==> src/rtl/sbba_pkg.sv <==
// shared types, constants and tables for the spectrum band bar aggregator
`default_nettype none

package sbba_pkg;

  localparam int NUM_BANDS = 8;
  localparam int POS_W     = 12;
  localparam int MAG_W     = 24;
  localparam int SUM_W     = 34;
  localparam int FPU_W     = 4;
  localparam int LVL_W     = 4;
  localparam int COL_W     = 16;
  localparam int BAND_W    = 3;
  localparam int SUM_LIMIT = 2048;

  localparam logic [LVL_W-1:0] MAX_LEVEL = 4'd8;
  localparam logic [BAND_W-1:0] LAST_BAND = 3'd7;

  localparam logic [1:0] REG_NOISE_THR  = 2'd0;
  localparam logic [1:0] REG_BAND_SCALE = 2'd1;
  localparam logic [1:0] REG_FPU        = 2'd2;

  localparam logic [MAG_W-1:0] NOISE_THR_RST  = 24'd1280;
  localparam logic [MAG_W-1:0] BAND_SCALE_RST = 24'd51200;
  localparam logic [FPU_W-1:0] FPU_RST        = 4'd2;

  localparam logic [1:0] COL_OFF    = 2'd0;
  localparam logic [1:0] COL_GREEN  = 2'd1;
  localparam logic [1:0] COL_YELLOW = 2'd2;
  localparam logic [1:0] COL_RED    = 2'd3;

  // upper edge of each band, exclusive
  localparam logic [POS_W-1:0] BAND_UPPER [NUM_BANDS] = '{
    12'd10, 12'd47, 12'd140, 12'd279, 12'd465, 12'd743, 12'd1115, 12'd2048
  };

  // floor(height / frames) for height 0..8, frames 1..8 (index frames - 1)
  localparam logic [LVL_W-1:0] HEIGHT_DIV [9][8] = '{
    '{4'd0, 4'd0, 4'd0, 4'd0, 4'd0, 4'd0, 4'd0, 4'd0},
    '{4'd1, 4'd0, 4'd0, 4'd0, 4'd0, 4'd0, 4'd0, 4'd0},
    '{4'd2, 4'd1, 4'd0, 4'd0, 4'd0, 4'd0, 4'd0, 4'd0},
    '{4'd3, 4'd1, 4'd1, 4'd0, 4'd0, 4'd0, 4'd0, 4'd0},
    '{4'd4, 4'd2, 4'd1, 4'd1, 4'd0, 4'd0, 4'd0, 4'd0},
    '{4'd5, 4'd2, 4'd1, 4'd1, 4'd1, 4'd0, 4'd0, 4'd0},
    '{4'd6, 4'd3, 4'd2, 4'd1, 4'd1, 4'd1, 4'd0, 4'd0},
    '{4'd7, 4'd3, 4'd2, 4'd1, 4'd1, 4'd1, 4'd1, 4'd0},
    '{4'd8, 4'd4, 4'd2, 4'd2, 4'd1, 4'd1, 4'd1, 4'd1}
  };

  typedef struct packed {
    logic              accept;
    logic              div_en;
    logic [1:0]        div_shift;
    logic              apply;
    logic              emit_load;
    logic [BAND_W-1:0] emit_band;
    logic              emit_last;
  } ctrl_cmd_t;

  typedef struct packed {
    logic is_clear;
    logic needs_close;
    logic frame_emit;
    logic out_free;
  } dp_stat_t;

  function automatic logic [COL_W-1:0] row_colours_for(input logic [LVL_W-1:0] lvl);
    logic [COL_W-1:0] c;
    c = '0;
    for (int r = 0; r < 8; r++) begin
      if (lvl > LVL_W'(r)) begin
        c[2*r +: 2] = (r >= 7) ? COL_RED : (r >= 4) ? COL_YELLOW : COL_GREEN;
      end else begin
        c[2*r +: 2] = COL_OFF;
      end
    end
    return c;
  endfunction

endpackage

`default_nettype wire

==> src/rtl/sbba_ctrl.sv <==
// controller state machine: accept, band divide, level update, result emission
`default_nettype none

module sbba_ctrl
  import sbba_pkg::*;
(
  input  wire logic       clk,
  input  wire logic       rst_n,
  input  wire logic       in_tvalid,
  output logic            in_tready,
  input  wire dp_stat_t   stat,
  output ctrl_cmd_t       cmd
);

  localparam logic [1:0] S_IDLE  = 2'd0;
  localparam logic [1:0] S_DIV   = 2'd1;
  localparam logic [1:0] S_APPLY = 2'd2;
  localparam logic [1:0] S_EMIT  = 2'd3;

  logic [1:0]        state_r, state_nxt;
  logic [1:0]        step_r, step_nxt;
  logic [BAND_W-1:0] emit_cnt_r, emit_cnt_nxt;
  logic              emit_pend_r, emit_pend_nxt;
  logic              accept;

  assign in_tready = (state_r == S_IDLE);
  assign accept    = in_tvalid && in_tready;

  always_comb begin
    state_nxt     = state_r;
    step_nxt      = step_r;
    emit_cnt_nxt  = emit_cnt_r;
    emit_pend_nxt = emit_pend_r;
    cmd           = '0;
    cmd.div_shift = ~step_r;
    cmd.emit_band = emit_cnt_r;
    cmd.emit_last = (emit_cnt_r == LAST_BAND);
    unique case (state_r)
      S_IDLE: begin
        cmd.accept = accept;
        if (accept) begin
          if (stat.is_clear) begin
            state_nxt    = S_EMIT;
            emit_cnt_nxt = '0;
          end else if (stat.needs_close) begin
            state_nxt     = S_DIV;
            step_nxt      = '0;
            emit_pend_nxt = stat.frame_emit;
          end
        end
      end
      S_DIV: begin
        cmd.div_en = 1'b1;
        step_nxt   = 2'(step_r + 2'd1);
        if (step_r == 2'd3) begin
          state_nxt = S_APPLY;
        end
      end
      S_APPLY: begin
        cmd.apply = 1'b1;
        if (emit_pend_r) begin
          state_nxt    = S_EMIT;
          emit_cnt_nxt = '0;
        end else begin
          state_nxt = S_IDLE;
        end
      end
      S_EMIT: begin
        if (stat.out_free) begin
          cmd.emit_load = 1'b1;
          emit_cnt_nxt  = BAND_W'(emit_cnt_r + 3'd1);
          if (emit_cnt_r == LAST_BAND) begin
            state_nxt     = S_IDLE;
            emit_pend_nxt = 1'b0;
          end
        end
      end
      default: state_nxt = S_IDLE;
    endcase
  end

  always_ff @(posedge clk) begin
    if (!rst_n) begin
      state_r     <= S_IDLE;
      step_r      <= '0;
      emit_cnt_r  <= '0;
      emit_pend_r <= 1'b0;
    end else begin
      state_r     <= state_nxt;
      step_r      <= step_nxt;
      emit_cnt_r  <= emit_cnt_nxt;
      emit_pend_r <= emit_pend_nxt;
    end
  end

endmodule

`default_nettype wire

==> src/rtl/sbba_dp.sv <==
// datapath: band sums, band levels, restoring divider, config and output register
`default_nettype none

module sbba_dp
  import sbba_pkg::*;
#(
  parameter int NUM_BINS = 2048
) (
  input  wire logic              clk,
  input  wire logic              rst_n,
  input  wire logic              cfg_wr,
  input  wire logic [1:0]        cfg_index,
  input  wire logic [MAG_W-1:0]  cfg_data,
  input  wire logic              in_command,
  input  wire logic [MAG_W-1:0]  in_magnitude,
  input  wire ctrl_cmd_t         cmd,
  output dp_stat_t               stat,
  input  wire logic              out_tready,
  output logic                   out_valid,
  output logic [BAND_W-1:0]      out_band,
  output logic [LVL_W-1:0]       out_level,
  output logic [COL_W-1:0]       out_colours,
  output logic                   out_last
);

  localparam int SumEnd = (SUM_LIMIT < NUM_BINS - 1) ? SUM_LIMIT : NUM_BINS - 1;
  localparam logic [POS_W-1:0] LAST_POS = POS_W'(NUM_BINS - 1);
  localparam logic [POS_W-1:0] SUM_END  = POS_W'(SumEnd);

  logic [MAG_W-1:0]  thr_r, scale_r;
  logic [FPU_W-1:0]  fpu_r;
  logic [POS_W-1:0]  pos_r;
  logic [BAND_W-1:0] band_r, div_band_r;
  logic [SUM_W-1:0]  sum_r, rem_r;
  logic [LVL_W-1:0]  quo_r;
  logic [2:0]        phase_r;
  logic [LVL_W-1:0]  level_r [NUM_BANDS];
  logic              out_valid_r, out_last_r;
  logic [BAND_W-1:0] out_band_r;
  logic [LVL_W-1:0]  out_level_r;
  logic [COL_W-1:0]  out_colours_r;

  logic [SUM_W-1:0]  sum_add, div_d;
  logic              close_mid, last_bin, do_emit;
  logic [2:0]        phase_inc;
  logic [FPU_W-1:0]  fpu_eff;
  logic [MAG_W-1:0]  scale_eff;
  logic [BAND_W-1:0] lvl_addr;
  logic [LVL_W-1:0]  lvl_rd, height, height_q, lvl_new;
  logic [LVL_W:0]    lvl_sum;

  assign fpu_eff   = (fpu_r == '0) ? FPU_W'(1) : (fpu_r > FPU_W'(8)) ? FPU_W'(8) : fpu_r;
  assign scale_eff = (scale_r == '0) ? MAG_W'(1) : scale_r;

  assign sum_add   = ((pos_r < SUM_END) && (in_magnitude > thr_r))
                     ? SUM_W'(sum_r + SUM_W'(in_magnitude)) : sum_r;
  assign close_mid = (band_r != LAST_BAND)
                     && ((13'(pos_r) + 13'd1) == 13'(BAND_UPPER[band_r]));
  assign last_bin  = (pos_r >= LAST_POS);
  assign phase_inc = 3'(phase_r + 3'd1);
  assign do_emit   = (phase_inc == 3'd0) || (FPU_W'(phase_inc) >= fpu_eff);

  assign stat.is_clear    = in_command;
  assign stat.needs_close = !in_command && (close_mid || last_bin);
  assign stat.frame_emit  = !in_command && last_bin && do_emit;
  assign stat.out_free    = !out_valid_r || out_tready;

  assign div_d    = SUM_W'(scale_eff) << cmd.div_shift;
  assign lvl_addr = cmd.emit_load ? cmd.emit_band : div_band_r;
  assign lvl_rd   = level_r[lvl_addr];
  assign height   = quo_r[LVL_W-1] ? MAX_LEVEL : quo_r;
  assign height_q = HEIGHT_DIV[height][3'(fpu_eff - FPU_W'(1))];
  assign lvl_sum  = (LVL_W+1)'(lvl_rd) + (LVL_W+1)'(height_q);
  assign lvl_new  = (lvl_sum > (LVL_W+1)'(MAX_LEVEL)) ? MAX_LEVEL : lvl_sum[LVL_W-1:0];

  // config registers
  always_ff @(posedge clk) begin
    if (!rst_n) begin
      thr_r   <= NOISE_THR_RST;
      scale_r <= BAND_SCALE_RST;
      fpu_r   <= FPU_RST;
    end else if (cfg_wr) begin
      if (cfg_index == REG_NOISE_THR) begin
        thr_r <= cfg_data;
      end
      if (cfg_index == REG_BAND_SCALE) begin
        scale_r <= cfg_data;
      end
      if (cfg_index == REG_FPU) begin
        fpu_r <= cfg_data[FPU_W-1:0];
      end
    end
  end

  // frame position, band tracking and running sum
  always_ff @(posedge clk) begin
    if (!rst_n) begin
      pos_r      <= '0;
      band_r     <= '0;
      sum_r      <= '0;
      phase_r    <= '0;
      div_band_r <= '0;
    end else if (cmd.accept) begin
      if (in_command) begin
        sum_r <= '0;
      end else begin
        if (close_mid) begin
          sum_r      <= '0;
          div_band_r <= band_r;
          band_r     <= BAND_W'(band_r + 3'd1);
        end else if (last_bin) begin
          sum_r      <= '0;
          div_band_r <= LAST_BAND;
        end else begin
          sum_r <= sum_add;
        end
        if (last_bin) begin
          pos_r   <= '0;
          band_r  <= '0;
          phase_r <= do_emit ? 3'd0 : phase_inc;
        end else begin
          pos_r <= POS_W'(pos_r + 12'd1);
        end
      end
    end
  end

  // restoring divider, one quotient bit a cycle
  always_ff @(posedge clk) begin
    if (cmd.accept) begin
      rem_r <= sum_add;
      quo_r <= '0;
    end else if (cmd.div_en && (rem_r >= div_d)) begin
      rem_r                <= rem_r - div_d;
      quo_r[cmd.div_shift] <= 1'b1;
    end
  end

  // band levels
  always_ff @(posedge clk) begin
    if (!rst_n) begin
      for (int b = 0; b < NUM_BANDS; b++) begin
        level_r[b] <= '0;
      end
    end else if ((cmd.accept && in_command) || (cmd.emit_load && cmd.emit_last)) begin
      for (int b = 0; b < NUM_BANDS; b++) begin
        level_r[b] <= '0;
      end
    end else if (cmd.apply) begin
      level_r[div_band_r] <= lvl_new;
    end
  end

  // output register
  always_ff @(posedge clk) begin
    if (!rst_n) begin
      out_valid_r <= 1'b0;
    end else if (cmd.emit_load) begin
      out_valid_r <= 1'b1;
    end else if (out_tready) begin
      out_valid_r <= 1'b0;
    end
  end

  always_ff @(posedge clk) begin
    if (cmd.emit_load) begin
      out_band_r    <= cmd.emit_band;
      out_level_r   <= lvl_rd;
      out_colours_r <= row_colours_for(lvl_rd);
      out_last_r    <= cmd.emit_last;
    end
  end

  assign out_valid   = out_valid_r;
  assign out_band    = out_band_r;
  assign out_level   = out_level_r;
  assign out_colours = out_colours_r;
  assign out_last    = out_last_r;

endmodule

`default_nettype wire

==> src/rtl/spectrum_band_bar_aggregator.sv <==
// top level of the spectrum band bar aggregator
//
// in_*  : one request per FFT magnitude bin in frame order, or a clear request
//         (in_tuser = 1). in_tdata holds the Q16.8 magnitude.
// out_* : one result per band column: band number in out_tuser, lit row count
//         and 2-bit row colours in out_tdata, out_tlast on band 7.
// cfg_* : register writes (noise threshold, band scale, frames per update),
//         always ready; write only while no request is in flight.
// A bin that closes no band leaves the input ready, so such bins stream back to back.
// A bin that closes a band goes through accept, the steps of the restoring
// divider (one quotient bit each, height saturated at 8) and a level update.
// Every frames_per_update frames, and on each clear, 8 results follow at one
// per cycle from the output register; input stays blocked until the eighth
// result is loaded. A stalled receiver holds the output register and stretches
// the emission; the next request is taken while the last result still waits.
// Reset clears position, band, sums, levels and frame phase and loads the
// register defaults (1280, 51200, 2).
`default_nettype none

module spectrum_band_bar_aggregator
  import sbba_pkg::*;
#(
  parameter int NUM_BINS = 2048
) (
  input  wire logic        clk,
  input  wire logic        rst_n,
  input  wire logic        cfg_valid,
  output logic             cfg_ready,
  input  wire logic [1:0]  cfg_index,
  input  wire logic [23:0] cfg_data,
  input  wire logic        in_tvalid,
  output logic             in_tready,
  input  wire logic [23:0] in_tdata,   // [23:0] magnitude
  input  wire logic [0:0]  in_tuser,   // [0] command
  output logic             out_tvalid,
  input  wire logic        out_tready,
  output logic [23:0]      out_tdata,  // [3:0] level, [19:4] row_colours, [23:20] zero
  output logic [2:0]       out_tuser,  // [2:0] band_number
  output logic             out_tlast   // last_band
);

  ctrl_cmd_t         cmd;
  dp_stat_t          stat;
  logic [LVL_W-1:0]  out_level;
  logic [COL_W-1:0]  out_colours;

  assign cfg_ready = 1'b1;

  sbba_ctrl u_ctrl (
    .clk       (clk),
    .rst_n     (rst_n),
    .in_tvalid (in_tvalid),
    .in_tready (in_tready),
    .stat      (stat),
    .cmd       (cmd)
  );

  sbba_dp #(
    .NUM_BINS (NUM_BINS)
  ) u_dp (
    .clk          (clk),
    .rst_n        (rst_n),
    .cfg_wr       (cfg_valid && cfg_ready),
    .cfg_index    (cfg_index),
    .cfg_data     (cfg_data),
    .in_command   (in_tuser[0]),
    .in_magnitude (in_tdata),
    .cmd          (cmd),
    .stat         (stat),
    .out_tready   (out_tready),
    .out_valid    (out_tvalid),
    .out_band     (out_tuser),
    .out_level    (out_level),
    .out_colours  (out_colours),
    .out_last     (out_tlast)
  );

  assign out_tdata = {4'd0, out_colours, out_level};

endmodule

`default_nettype wire

==> config.mk <==
export PLATFORM = sky130hd
export DESIGN_NAME = spectrum_band_bar_aggregator
export DESIGN_NICKNAME = d
export VERILOG_FILES = /design/src/rtl/sbba_pkg.sv /design/src/rtl/sbba_ctrl.sv /design/src/rtl/sbba_dp.sv /design/src/rtl/spectrum_band_bar_aggregator.sv
export SDC_FILE = /design/constraint.sdc
export NUM_CORES = 1
export LEC_CHECK = 0
export BUFFER_PORTS_ARGS = -buffer_cell sky130_fd_sc_hd__clkbuf_2
export CAP_MARGIN = 20
export CORE_UTILIZATION = 35
export CTS_CLUSTER_SIZE = 25
export DETAILED_ROUTE_END_ITERATION = 8
export PLACE_DENSITY = 0.6
export SYNTH_ARGS = -nofsm -noshare
export SYNTH_HDL_FRONTEND = slang
export SYNTH_HIERARCHICAL = 1
export SYNTH_SLANG_ARGS = --single-unit
==> constraint.sdc <==
create_clock -name clk -period 6.2 [get_ports clk]
set_clock_uncertainty 0.1 [all_clocks]
set_input_delay 0.62 -clock clk [delete_from_list [all_inputs] [get_ports clk]]
set_output_delay 0.62 -clock clk [all_outputs]
set_load 0.03 [all_outputs]
# == Word-level counts from Yosys, hierarchy flattened ==
# Memories as Yosys holds them, arrays and structs flattened.
# Index checks and enable logic that the tools add are counted.
# word_totals
n_memories,3
mem_bits_ro,608
output_inout_bits,31
reg_bits,178
word_cells,207
ram_bits,32
in_bits,56
# op_classes
muxes,84
add_sub_neg,10
n_shift,1
eq_ne,18
n_reduce_logical,38
n_bitwise,14
magnitude_cmp,20
# memory_table
memory,words,width,read_ports,rd_clocked_by_memory_dff,wr,line,text
(name not given),16,32,1,0,0,sbba_dp.sv:72,assign height_q = HEIGHT_DIV[height][3'(fpu_eff - FPU_W'(1))];
(name not given),8,12,1,0,0,sbba_dp.sv:58,&& ((13'(pos_r) + 13'd1) == 13'(BAND_UPPER[band_r]));
u_dp.level_r,8,4,1,0,8,sbba_dp.sv:37,logic [LVL_W-1:0] level_r [NUM_BANDS];
# op_table
operator,n
$mux W34,6
$mux W32,2
$mux W4,15
$mux W12,3
$add A34 B24 Y34,1
$ge A34 B34 Y1,1
$shl A24 B2 Y34,1
$sub A34 B34 Y34,1
$mux W3,11
$mux W2,14
$mux W1,26
$gt A24 B24 Y1,1
$logic_not A24 Y1,1
$mux W24,1
$gt A4 B3 Y1 const B,4
$add A12 B1 Y13 const B,1
$eq A13 B12 Y1,1
$add A12 B1 Y12 const B,1
$bmux W4 S3,1
$ge A12 B11 Y1 const B,1
$lt A12 B11 Y1 const B,1
$logic_and A1 B1 Y1,10
$ne A2 B2 Y1 const B,5
$reduce_and A5 Y1,2
other kinds (41),74

# == Depth between registers and ports, before layout ==
# Gate-level depths: netlist of the first run.
# logic_depth
ltp_word,12
mapped_depth,20
ltp_nobuf,18

# == By module ==
# Netlist of the first run, hierarchy kept.
# modules_own_cells
mod,instances,area_each_um2,cells_each,seq_area_each_um2
sbba_dp,1,12946.2,1472,4704.5
sbba_ctrl,1,456.7,51,160.2
spectrum_band_bar_aggregator,1,45.0,7,0.0

# == Worst setup path after synthesis of the first run ==
# No wires, ideal clock.
# synth_path
kind,input-to-reg
from,in out_tready
to,mem u_dp.level_r[1][0] (data pin)
cell_stages,15
setup_ns,0.141
n_path_buf,3
arrival_time_ns,4.926
required_ns,5.959
path_slack_ns,1.033
path_cell_list,nand2b_1 and3_1 clkbuf_1 buf_2 mux2i_2 mux4_2 mux2i_1 inv_1 ha_1 a21o_1 a21oi_1 xnor2_1 or3b_2 clkbuf_1 nor2_1
# synth_rtl
element,line,text
"start, declared",spectrum_band_bar_aggregator.sv:36,"input wire logic out_tready,"
"end, declared",sbba_dp.sv:37,

==> key figures, run 1 <==
Drt
  • 1st-pass router iterations: 5
  • Drc violations: 0
  • Vias per cell: between 5 and 6
  • Initial DRC count: ~760
  • Vias: ~11k
  • Final WL: between 30000 and 40000 microns
  • Post-DRT Antenna Nets: 0
  • WL/cell: about 18 microns

STA
  • Worst rel slew slack: around a third
  • Highest Clock Rate: 0.190 GHz
  • Least-Margin Pin Slew: approximately 1.0 ns
  • Setup violators final: 0
  • Fin. max-slew vios: 0
  • Unrepaired setup endpoints after global routing: false
  • Share of the clock period used by the worst path: between 80% and 90%
  • Final hold vios: 0
  • Aggregate negative setup slack: 0 ns
  • Tmin final: ~5.3 ns

Floorplan
  • IO Pins: just under 90
  • Core footprint: about 0.038 sq mm
  • Die Span X: between 150 and 200 microns
  • Die H: 198 microns
  • Num rows: slightly above 70
  • Die ar.: approximately 0.039 sq mm
  • Starting density of the core: 35.6%

Layout
  • Antenna diodes: 0
  • Final core occ: roughly 40%
  • Most common cell after layout, fill and taps aside: nand2_1
  • Layout area overhead: 11.9%
  • Commonest cells after routing, fill and taps aside: 202 x nand2_1, 161 x a21oi_1, 120 x dfxtp_1
  • Share of post-route cells with drive strength above 1: between 10% and 20%
  • Nets@finish: approximately 1.7k
  • Multi-input logic area: a little under 0.008 sq mm
  • Sequential Area: 0.00486 sq mm
  • # fillers: a little under 4k

Clock tree
  • Post-CTS Hold Fix Bufs: 0
  • Clock buffer count from CTS: 25
  • Clock root cell: clkbuf_16
  • Clock tree from TritonCTS: yes
  • Quantity of gates resized following cts: 0
  • Clk buf depth: 3
  • Setup Buffers After CTS: 0
  • Worst-path clk slew: 0.06 ns
  • Clock Latency Late Sink: 0.55 ns
  • TritonCTS Sinks: about 200
  • CTS H-tree lvls: 1

Hold path
  • Hold/Removal Path Class: primary input to register
  • Hold path startpoint: cfg_data[15]
  • Hold path cells: 3

Placed design
  • DP HPWL: roughly 28000 microns
  • Number of buffers added on ports: 74
  • GP Congestion: 0.909

Global routing
  • Total GRT Usage: a little under a fifth
  • Global-route wire length before repair: between 50000 and 60000 microns
  • Largest net degree at the start of global routing: 76
  • Total global routing overflow: 0
  • Vias in the first global route: around 11k
  • Antenna violations before repair: 0

Logic synthesis
  • Simple-Gate Fraction of Synth Area: about a fifth
  • Cells after synthesis: 1530
  • Largest family of logic cells by synthesized area: simple AND/OR/NAND/NOR gates
  • Asr flop ratio synth: 0%
  • Largest area contributor in the netlist: edfxtp_1
  • Synth cell types: 84
  • Avg Cell Area, Syn: 8.79 sq um
  • EDFF count, synth: between 80 and 90
  • Post-Syn Area: 0.0134 sq mm
  • Sequential element share of the synthesized area: a little over a third
  • Top-area cell type share of the netlist area: between 10% and 20%
  • Mux contribution to synthesized area: roughly 7.8%
  • Main flop type after synthesis: dfxtp_1
  • Synth Area in Adders: a little under a tenth
  • Synth top area cells: edfxtp_1 18%, dfxtp_1 18%, ha_1 8.9%, a21oi_1 6.0%, nand2_1 5.6%
  • Warnings from Yosys: 6
  • Compound-cell area share of the yosys netlist: 17.6%
  • Post-Synth XOR/XNOR Area: between 4 and 5%
  • Seq cells post-synth: between 200 and 250

Setup path
  • Data arrival time of the critical path: roughly 5.5 ns
  • Crit start category: register
  • Crit Path Category: register to register
  • Required @ worst endpoint: between 6 and 7 ns
  • Worst setup EP type: register
  • FF-to-FF Start: u_ctrl/step_r[0]
  • R2r worst-path depth: 16
  • Crit path max fanout: 19
  • CP Launch Point: u_ctrl/step_r[0]

Run
  • Max-Cap Viols: 0

Power
  • PD cells: between 200 and 300 mW/mm^2
  • Peak VDD IR: approximately 0.22 mV
  • Leak Pwr: just under 6 nW

Status
  • Status: complete, no violations
-- sequential cells by signal (all words and copies together) (netlist names) --
name / flops
u_dp/phase_r: 3
u_dp/scale_r: 24
u_dp/band_r: 3
u_ctrl/emit_pend_r: 1
u_ctrl/emit_cnt_r: 3
u_dp/pos_r: 12
u_dp/sum_r: 34
u_dp/level_r: 32
u_dp/div_band_r: 3
u_dp/out_valid: 1
u_ctrl/state_r: 2
u_dp/out_level: 4
u_dp/out_band: 3
u_dp/out_colours: 8
u_dp/fpu_r: 4
u_dp/quo_r: 4
u_dp/rem_r: 34
u_ctrl/step_r: 2
u_dp/out_last: 1
u_dp/thr_r: 24
-- power by group --
group	internal [mW]	switching, mW
logic	0.476	0.728
registers	1.53	0.0705
clock network	0.937	0.614
-- logic make-up after synthesis --
family          Yosys count
compound gates          384
simple gates            531
fa+ha+maj                99
flops                   202
buf+inv                 170
other cells               3
mux                      72
xor+xnor                 69
-- critical path, stage by stage, from the launching register on --
cell and delay [ns]:
dfxtp_1 0.33, inv_1 0.63, buf_4 0.34, o21ai_0 0.12
or2_2 0.30, inv_1 0.08, fa_1 0.18, nand2b_1 0.16
a21oi_1 0.12, o21ai_0 0.22, o211ai_1 0.19, a41oi_1 0.35
nand4b_1 0.26, a31o_2 0.29, o21ai_1 0.32, nand2b_1 0.55
buf_4 0.44
-- metrics by stage --
step                      area, sq um  cells  hold slack, ns  total power, mW  worst slack [ns]
final                           15000   2099           0.206             4.36             0.924
after global routing            15000   2099           0.203             4.59             0.425
after CTS                       15000   2099           0.188             4.38             0.885
after detailed placement        14200   2053           0.348             2.82             0.909
after global placement          14200   2053           0.344             2.80              1.14
after floorplan                 13500   1539           0.336             2.53              1.03
-- synth_stat cells (all sizes together), types with 13 or more instances --
master / number
nand2: 202
xor2: 29
xnor2: 39
nor3: 19
and3: 15
nand3: 52
o211ai: 14
inv: 89
clkbuf: 46
o21ai: 83
nand2b: 29
dfxtp: 120
ha: 96
a21o: 15
mux4: 25
a211oi: 13
mux2i: 40
a21oi: 161
buf: 35
a22o: 18
nor2: 119
or3: 21
edfxtp: 82
a31oi: 15
-- routing by layer --
layer	part of all wire, %	vias to the layer above	track usage (%)
met5	0	-	0
met4	3.4	0	6.60
met3	5.5	65	2.93
met2	45	319	30.0
met1	46	5336	26.1
li1	-	5567	-
-- layout make-up --
cell class	count	share of cell area, %
Clock buffer	29	4.40
Clock inverter	17	1.36
Inverter	89	2.22
Multi-Input combinational cell	1167	52.5
Sequential cell	202	32.3
Tap cell	511	4.25
Timing Repair Buffer	84	2.96
-- worst paths after layout --
kind	endpoint	slack (ns)
hold / removal	u_dp/thr_r[15]	0.21
setup reg to reg	u_dp/rem_r[29]	0.92
hold reg to reg	u_dp/thr_r[17]	0.36
setup / recovery	u_dp/rem_r[29]	0.92
Power figures use the tool's default switching activity.
==> run 2, diff against run 1 <==
Settings changed: ABC_AREA set to 1, CORE_UTILIZATION 35 to 45, PLACE_DENSITY 0.6 to 0.71.
==> run 2 against run 1 <==
Net effect:
- area after synthesis rose by 10%
- critical path depth rose by 5
- core utilization is 10 points higher
- non-clock buffer count unchanged
- sequential power rose by 16%
- combinational power up 140%
- routed wire length increased by 23%
- register-to-register slack gained 0.49 ns
- sequential cell count did not move
- synthesized cell count grew 45%
- via count grew 29%
==> key figures, run 2 <==
Floorplan
  • Die ar.: 0.0336 sq mm (-14%)
  • Num rows: 66 (-7.0%)
  • Die H: 183 microns (-7.4%)
  • Die Span X: 183 microns (-7.4%)
  • Starting density of the core: 45.6% (+10 points)
  • IO Pins: 87 (unchanged)
  • Core footprint: 0.0325 sq mm (-14%)

Hold path
  • Hold path startpoint: cfg_data[10]
  • Hold path cells: 3 (unchanged)
  • Hold/Removal Path Class: primary input to register
  • Hold endpoint: u_dp/thr_r[10]

Drt
  • Met3 routed WL: 2590 microns (+28%)
  • Vias: 14.5k (+29%)
  • WL/cell: 16.6 microns (-5.4%)
  • Met2 wire length: 21300 microns (+29%)
  • Initial DRC count: 1399 (+84%)
  • Final WL: 45400 microns (+23%)
  • 1st-pass router iterations: 5 (unchanged)
  • M1 WL: 19400 microns (+14%)
  • Drc violations: 0 (unchanged)
  • DR top layer: met5
  • Post-DRT Antenna Nets: 0 (unchanged)
  • Vias per cell: 5.33 (-0.93%)

Placed design
  • GP Congestion: 0.955 (+5.0%)
  • DP HPWL: 35600 microns (+27%)
  • Number of buffers added on ports: 74 (unchanged)
  • DP Area: 0.0155 sq mm (+9.1%)

Setup path
  • CP max stage cell: inv_1
  • Reg2reg end: u_dp/level_r[1][1]
  • Required @ worst endpoint: 6.38 ns (about the same)
  • Most frequent CP cell: inv_1
  • R2r setup slk: 1.41 ns (+0.49 ns)
  • CP Cell Sequence: nand2_1 -> inv_1 -> nand2_1 -> inv_1 -> inv_1 -> nand2_1 -> o21ai_4 -> inv_2 -> nor2_1 -> o22ai_1 -> inv_1 -> o21ai_0 -> ha_1 -> inv_1 -> fa_1 -> xnor2_1 -> nor3_1 -> o21ai_0 -> inv_1 -> nand2_1 -> nor2_1
  • Slowest Stage Delay on Critical Path: 0.57 ns (-0.06 ns)
  • Data arrival time of the critical path: 4.97 ns (-0.48 ns)
  • Worst setup EP type: register
  • Crit start category: register
  • FF-to-FF Start: u_ctrl/state_r[0]
  • Crit-path leading delay family: buffers and inverters
  • Crit path max fanout: 23 (+4)
  • Crit Path Category: register to register
  • R2r worst-path depth: 21 (+5)
  • Worst Path Buf+Inv: 7 (+3)

Layout
  • Most common cell after layout, fill and taps aside: nand2_1
  • Layout area overhead: 9.89%
  • # fillers: 3282 (-15%)
  • Post-route cell area: 0.0163 sq mm (+8.1%)
  • Nets@finish: 2425 (+41%)
  • Antenna diodes: 0 (unchanged)
  • Commonest cells after routing, fill and taps aside: 582 x nand2_1, 309 x inv_1, 269 x nor2_1
  • Largest registers: u_dp/rem_r: 34 flops, u_dp/sum_r: 34 flops, u_dp/level_r: 32 flops
  • Share of post-route cells with drive strength above 1: 6.82% (-5.1 points)

Logic synthesis
  • EDFF count, synth: 82 (unchanged)
  • Avg Cell Area, Syn: 6.67 sq um (-24%)
  • Synth top area cells: edfxtp_1 17%, dfxtp_1 16%, nand2_1 15%, ha_1 8.1%, inv_1 7.9%
  • Synth cell types: 54 (-36%)
  • Largest area contributor in the netlist: edfxtp_1
  • Seq cells post-synth: 202 (unchanged)
  • Asr flop ratio synth: 0% (unchanged)
  • Sequential element share of the synthesized area: 32.9% (-3.3 points)
  • Warnings from Yosys: 6 (unchanged)
  • Main flop type after synthesis: dfxtp_1
  • Cells after synthesis: 2219 (+45%)
  • Post-Syn Area: 0.0148 sq mm (+10%)
  • Top-area cell type share of the netlist area: 16.6% (-1.7 points)
  • Most common cell in the netlist: nand2_1
  • Synth top cells by count: 582 x nand2_1, 310 x inv_1, 270 x nor2_1, 173 x a21oi_1, 160 x o21ai_0

STA
  • Tmin final: 4.79 ns (-0.488 ns)
  • Fin. max-slew vios: 0 (unchanged)
  • Highest Clock Rate: 0.209 GHz (+10%)
  • Final hold vios: 0 (unchanged)
  • Unrepaired setup endpoints after global routing: false
  • Least-Margin Pin Slew: 0.961 ns (-0.0574 ns)
  • Share of the clock period used by the worst path: 77.2% (-7.9 points)
  • Worst rel slew slack: 35.8% (+4.0 points)
  • Setup violators final: 0 (unchanged)
  • Aggregate negative setup slack: 0 ns (unchanged)

Power
  • Peak VDD IR: 0.216 mV (+0.35%)
  • Internal: 3.45 mW (+17%)
  • Sw Pwr: 2.71 mW (+92%)
  • Seq pwr share: 30.0% (-6.8 points)
  • Leak Pwr: 7.44 nW (+25%)
  • Combinational power share: 47.2% (+20 points)
  • Clock network fraction of design power: 22.8% (-13 points)
  • PD cells: 379 mW/mm^2 (+31%)
  • Net Sw Frac: 44.0% (+12 points)

Clock tree
  • Clock buffer count from CTS: 24 (-4.0%)
  • Worst-path clk slew: 0.06 ns (about the same)
  • Post-CTS Hold Fix Bufs: 0 (unchanged)
  • Quantity of gates resized following cts: 0 (unchanged)
  • Clock root cell: clkbuf_16
  • CTS H-tree lvls: 1 (unchanged)
  • Setup Buffers After CTS: 0 (unchanged)
  • TritonCTS Sinks: 202 (unchanged)
  • Clock tree from TritonCTS: yes
  • Clock Latency Late Sink: 0.54 ns (about the same)
  • Clk buf depth: 3 (unchanged)

Global routing
  • Vias in the first global route: 13.4k (+26%)
  • Largest net degree at the start of global routing: 67 (-12%)
  • Antenna violations before repair: 2 (+2)
  • Global-route wire length before repair: 70300 microns (+21%)
  • Total global routing overflow: 0 (unchanged)
  • Total GRT Usage: 26.6% (+7.7 points)

Run
  • Max-Cap Viols: 0 (unchanged)

Status
  • Status: complete, no violations
## run 2: cell count changes in the layout (fill, tap and decap cells not counted), moves of 21 or more
cell and delta:
nand2_1 +380, inv_1 +221, nor2_1 +153, o21ai_0 +85
nand3_1 +62, nand2b_1 -29, nand4_1 +26, mux4_2 -25
or3_1 -21, xnor2_1 -21
## run 2: cell families (layout without fill, tap and decap cells)
| kind of cell | after synthesis | count (layout) | synth area share [%] |
|---|---|---|---|
| flip-flops | 202 | 202 | 32.9 |
| XOR/XNOR | 31 | 31 | 1.83 |
| multiplexers | 20 | 20 | 1.35 |
| buffers and inverters | 386 | 446 | 10.5 |
| other | 3 | 12 | 0.0761 |
| AO/OA/AOI/OAI | 414 | 414 | 15.1 |
| adder cells (fa/ha/maj) | 99 | 99 | 8.52 |
| AND/OR/NAND/NOR | 1064 | 1064 | 29.8 |
## run 2: cell type report
class                   count  area [sq um]  share of cell area [%]
clock buffers              29           639                    3.93
well taps                 442           553                    3.40
inverters                 318          1200                    7.35
flip-flops and latches    202          4860                    29.9
multi-input cells        1640          8420                    51.8
repair buffers             84           453                    2.79
clock inverters            15           140                   0.862
## run 2: through the flow
| step | utilization (%) | power (mW) | cells | worst slack [ns] | hold slack (ns) |
|---|---|---|---|---|---|
| 2_1_floorplan | - | 3.98 | 2228 | 2.13 | 0.333 |
| 3_5_place_dp | 47.7 | 4.73 | 2685 | 1.23 | 0.358 |
| 4_1_cts | 50.1 | 6.15 | 2729 | 1.36 | 0.215 |
| 3_3_place_gp | 47.7 | 4.70 | 2685 | 1.34 | 0.354 |
| 6_report | 50.1 | 6.17 | 2730 | 1.41 | 0.226 |
| 5_1_grt | 50.1 | 6.62 | 2730 | 0.767 | 0.229 |
## run 2: worst max-delay path by stage
| stage | start | end | slack, ns | cells after the start |
|---|---|---|---|---|
| after floorplan | out_tready | u_dp/level_r[0][0] | 2.13 | 22 |
| after global placement | out_tready | u_dp/level_r[3][2] | 1.34 | 21 |
| after detailed placement | out_tready | u_dp/level_r[1][1] | 1.23 | 22 |
| after CTS | u_ctrl/state_r[0] | u_dp/level_r[1][1] | 1.36 | 21 |
| after global routing | u_ctrl/state_r[0] | u_dp/level_r[1][1] | 0.77 | 21 |
| final | u_ctrl/state_r[0] | u_dp/level_r[1][1] | 1.41 | 21 |
## run 2: tightest hold or removal path, stage by stage
cell and delay (ns):
clkbuf_2 0.10, nand2_1 0.05, o211ai_1 0.06
## run 2: per-layer routing
metal	vias to the layer above	global-route usage (%)
met5	-	0
li1	7315	-
met3	103	3.32
met2	444	45.7
met1	6677	33.6
met4	4	11.7
## run 2: power groups by stage
stage               logic (mW)  clock network [mW]  registers, mW
finish                    2.91                1.41           1.85
detailed placement        2.85                   0           1.88
CTS                       2.87                1.43           1.85
global placement          2.83                   0           1.88
floorplan                 2.13                   0           1.85
global route              3.26                1.49           1.88
==> run 3, diff against run 2 <==
Settings changed: PLACE_DENSITY 0.71 to 0.73.
Clock period 6.2 ns to 4.26 ns, I/O delays scaled along.
==> run 3 against run 2 <==
Net effect:
- fmax grew 24%
- non-clock buffer count grew 9
- combinational power grew 51%
- highest routed layer is now met4
- sequential power grew 46%
- global-route usage grew 0.41 points
- routed wire length grew 0.96%
- count of clock-buffer cells in the layout grew 4
- critical path depth is the same
==> key figures, run 3 (synthesis gave the netlist of run 2 again) <==
Status
  • Status: complete, no violations

Power
  • Peak VDD IR: 0.426 mV (+97%)
  • Net Sw Frac: 44.2% (+0.18 points)
  • Seq pwr share: 29.6% (-0.4 points)
  • Clock network fraction of design power: 22.6% (-0.2 points)
  • Sw Pwr: 4.05 mW (+49%)
  • Internal: 5.11 mW (+48%)
  • PD cells: 559 mW/mm^2 (+47%)
  • Leak Pwr: 7.52 nW (+0.99%)
  • Combinational power share: 47.8% (+0.6 points)

Global routing
  • Total GRT Usage: 27.1% (+0.41 points)
  • Largest net degree at the start of global routing: 66 (-1.5%)
  • Vias in the first global route: 13.6k (+2.0%)
  • GR Util met2: 47.4% (+1.8 points)
  • GR Layer Usage met1: 34.2% (+0.61 points)
  • Global route hottest layer: met2
  • Total global routing overflow: 0 (unchanged)
  • Antenna violations before repair: 0 (-2)
  • Global-route wire length before repair: 71400 microns (+1.6%)
  • Global-route track usage on met3: 2.46% (-0.85 points)

Setup path
  • Worst setup EP type: register
  • Levels on crit path: 21 (unchanged)
  • Crit Path Category: register to register
  • Slowest Stage Delay on Critical Path: 0.57 ns (about the same)
  • R2r worst-path depth: 21 (unchanged)
  • Required @ worst endpoint: 4.43 ns (-1.95 ns)
  • CP Capture Point: u_dp/rem_r[21]
  • R2r setup slk: 0.40 ns (-1.01 ns)
  • Crit-path leading delay family: simple AND/OR/NAND/NOR gates
  • Crit start category: register
  • Worst Path Buf+Inv: 2 (-5)
  • Crit path max fanout: 4 (-83%)
  • CP Launch Point: u_dp/scale_r[0]
  • Most frequent CP cell: nand2_1
  • Data arrival time of the critical path: 4.03 ns (-0.94 ns)
  • CP Cell Sequence: inv_1 -> nand4_1 -> nor4_2 -> nand3_1 -> nand2_1 -> o21ai_0 -> nor2_1 -> inv_1 -> ha_1 -> nand3_1 -> nand2_1 -> a21oi_1 -> o21ai_0 -> a21o_1 -> nand2_1 -> nand2_1 -> nand2_1 -> nand2_1 -> nand2_1 -> nand3_1 -> nand2_1
  • FF-to-FF Start: u_dp/scale_r[0]
  • Reg2reg end: u_dp/rem_r[21]
  • CP max stage cell: o21ai_0

STA
  • Aggregate negative setup slack: 0 ns (unchanged)
  • Fin. max-slew vios: 0 (unchanged)
  • Share of the clock period used by the worst path: 90.5% (+13 points)
  • Worst rel slew slack: 44.8% (+9.0 points)
  • Highest Clock Rate: 0.259 GHz (+24%)
  • Unrepaired setup endpoints after global routing: false
  • Setup violators final: 0 (unchanged)
  • Tmin final: 3.86 ns (-0.933 ns)
  • Least-Margin Pin Slew: 0.821 ns (-0.140 ns)
  • Final hold vios: 0 (unchanged)

Placed design
  • DP Area: 0.0155 sq mm (+0.52%)
  • DP HPWL: 35900 microns (+0.80%)
  • GP Congestion: 0.956 (+0.16%)
  • Number of buffers added on ports: 74 (unchanged)

Floorplan
  • Core footprint: 0.0325 sq mm (unchanged)
  • Starting density of the core: 45.6% (unchanged)
  • Die ar.: 0.0336 sq mm (unchanged)
  • Num rows: 66 (unchanged)
  • Die Span X: 183 microns (unchanged)
  • IO Pins: 87 (unchanged)
  • Die H: 183 microns (unchanged)

Clock tree
  • Setup Buffers After CTS: 0 (unchanged)
  • Clock Latency Late Sink: 0.54 ns (about the same)
  • Clock buffer count from CTS: 24 (unchanged)
  • Clk buf depth: 3 (unchanged)
  • Worst-path clk slew: 0.06 ns (about the same)
  • TritonCTS Sinks: 202 (unchanged)
  • Clock tree from TritonCTS: yes
  • CTS H-tree lvls: 1 (unchanged)
  • Clock root cell: clkbuf_16

Layout
  • Commonest cells after routing, fill and taps aside: 579 x nand2_1, 309 x inv_1, 269 x nor2_1
  • Post-route cell area: 0.0164 sq mm (+0.71%)
  • Share of post-route cells with drive strength above 1: 7.49% (+0.67 points)
  • Antenna diodes: 0 (unchanged)
  • # fillers: 3236 (-1.4%)
  • Largest registers: u_dp/rem_r: 34 flops, u_dp/sum_r: 34 flops, u_dp/level_r: 32 flops
  • Nets@finish: 2434 (+0.37%)
  • Most common cell after layout, fill and taps aside: nand2_1
  • Layout area overhead: 10.7%

Drt
  • Initial DRC count: 1311 (-6.3%)
  • Vias: 14.7k (+0.77%)
  • Final WL: 45800 microns (+0.96%)
  • WL/cell: 16.7 microns (+0.63%)
  • Vias per cell: 5.35 (+0.44%)
  • Post-DRT Antenna Nets: 0 (unchanged)
  • Drc violations: 0 (unchanged)
  • 1st-pass router iterations: 7 (+2)

Run
  • Max-Cap Viols: 0 (unchanged)

Hold path
  • Hold/Removal Path Class: primary input to register
  • Hold path cells: 3 (unchanged)
[run 3: changes by cell type in the layout (fill, tap and decap cells not counted), moves of 2 or more]
| cell | before | now |
|---|---|---|
| clkinv_2 | 2 | 5 |
| buf_4 | 9 | 16 |
| dfxtp_1 | 120 | 118 |
| nand2_1 | 582 | 579 |
| clkbuf_1 | 3 | 7 |
| clkinv_1 | 7 | 3 |
| nand2_2 | 5 | 8 |
| dfxtp_2 | 0 | 2 |
| clkinvlp_4 | 4 | 2 |
[run 3: how the worst min path moves through the flow]
stage                   start                to  slack (ns)
6_report         cfg_data[10]    u_dp/thr_r[10]        0.04
5_1_grt          cfg_data[14]  u_dp/scale_r[14]        0.04
4_1_cts          cfg_data[10]    u_dp/thr_r[10]        0.02
3_5_place_dp    u_dp/thr_r[3]     u_dp/thr_r[3]        0.36
3_3_place_gp   u_dp/thr_r[15]    u_dp/thr_r[15]        0.35
2_1_floorplan  u_dp/thr_r[16]    u_dp/thr_r[16]        0.33
[run 3: final cells by class]
cell class	count	area, sq um	area share (%)
Clock inverter	11	113	0.688
Sequential cell	202	4870	29.7
Clock buffer	33	666	4.06
Inverter	318	1200	7.30
Tap cell	442	553	3.38
Multi-Input combinational cell	1640	8430	51.5
Timing Repair Buffer	93	549	3.35
[run 3: per-layer routing]
metal | wire, microns | share of wire [%] | vias to the layer above
li1 | - | - | 7337
met1 | 19800 | 43 | 6762
met2 | 21900 | 48 | 461
met3 | 2280 | 5.0 | 95
met4 | 1850 | 4.0 | 0
met5 | 0 | 0 | -
[run 3: stage by stage]
step	cells	setup WS, ns	util (%)	hold WS [ns]	power, mW
6_report	2739	0.405	50.5	0.0365	9.16
2_1_floorplan	2228	0.232	-	0.333	5.80
5_1_grt	2739	0.0319	50.5	0.0374	9.78
3_5_place_dp	2694	0.341	47.9	0.356	6.99
3_3_place_gp	2694	0.396	47.9	0.348	6.94
4_1_cts	2738	0.318	50.3	0.0222	9.08
[run 3: worst min-delay path, stage by stage]
cell and delay, ns:
clkbuf_2 0.09, nand2_1 0.05, o211ai_1 0.06
[run 3: power groups by stage]
stage	registers, mW	clock network, mW	logic [mW]
2_1_floorplan	2.70	0	3.10
3_3_place_gp	2.73	0	4.20
3_5_place_dp	2.74	0	4.25
4_1_cts	2.70	2.10	4.28
5_1_grt	2.74	2.18	4.86
6_report	2.71	2.07	4.38
[run 3: repair_timing]
| item | CTS | global route |
|---|---|---|
| endpoints found under the setup margin | 0 | 66 |
| hold buffers | 0 | 0 |
| gates resized for setup | 0 | 9 |
| hold endpoints to repair | 0 | 0 |
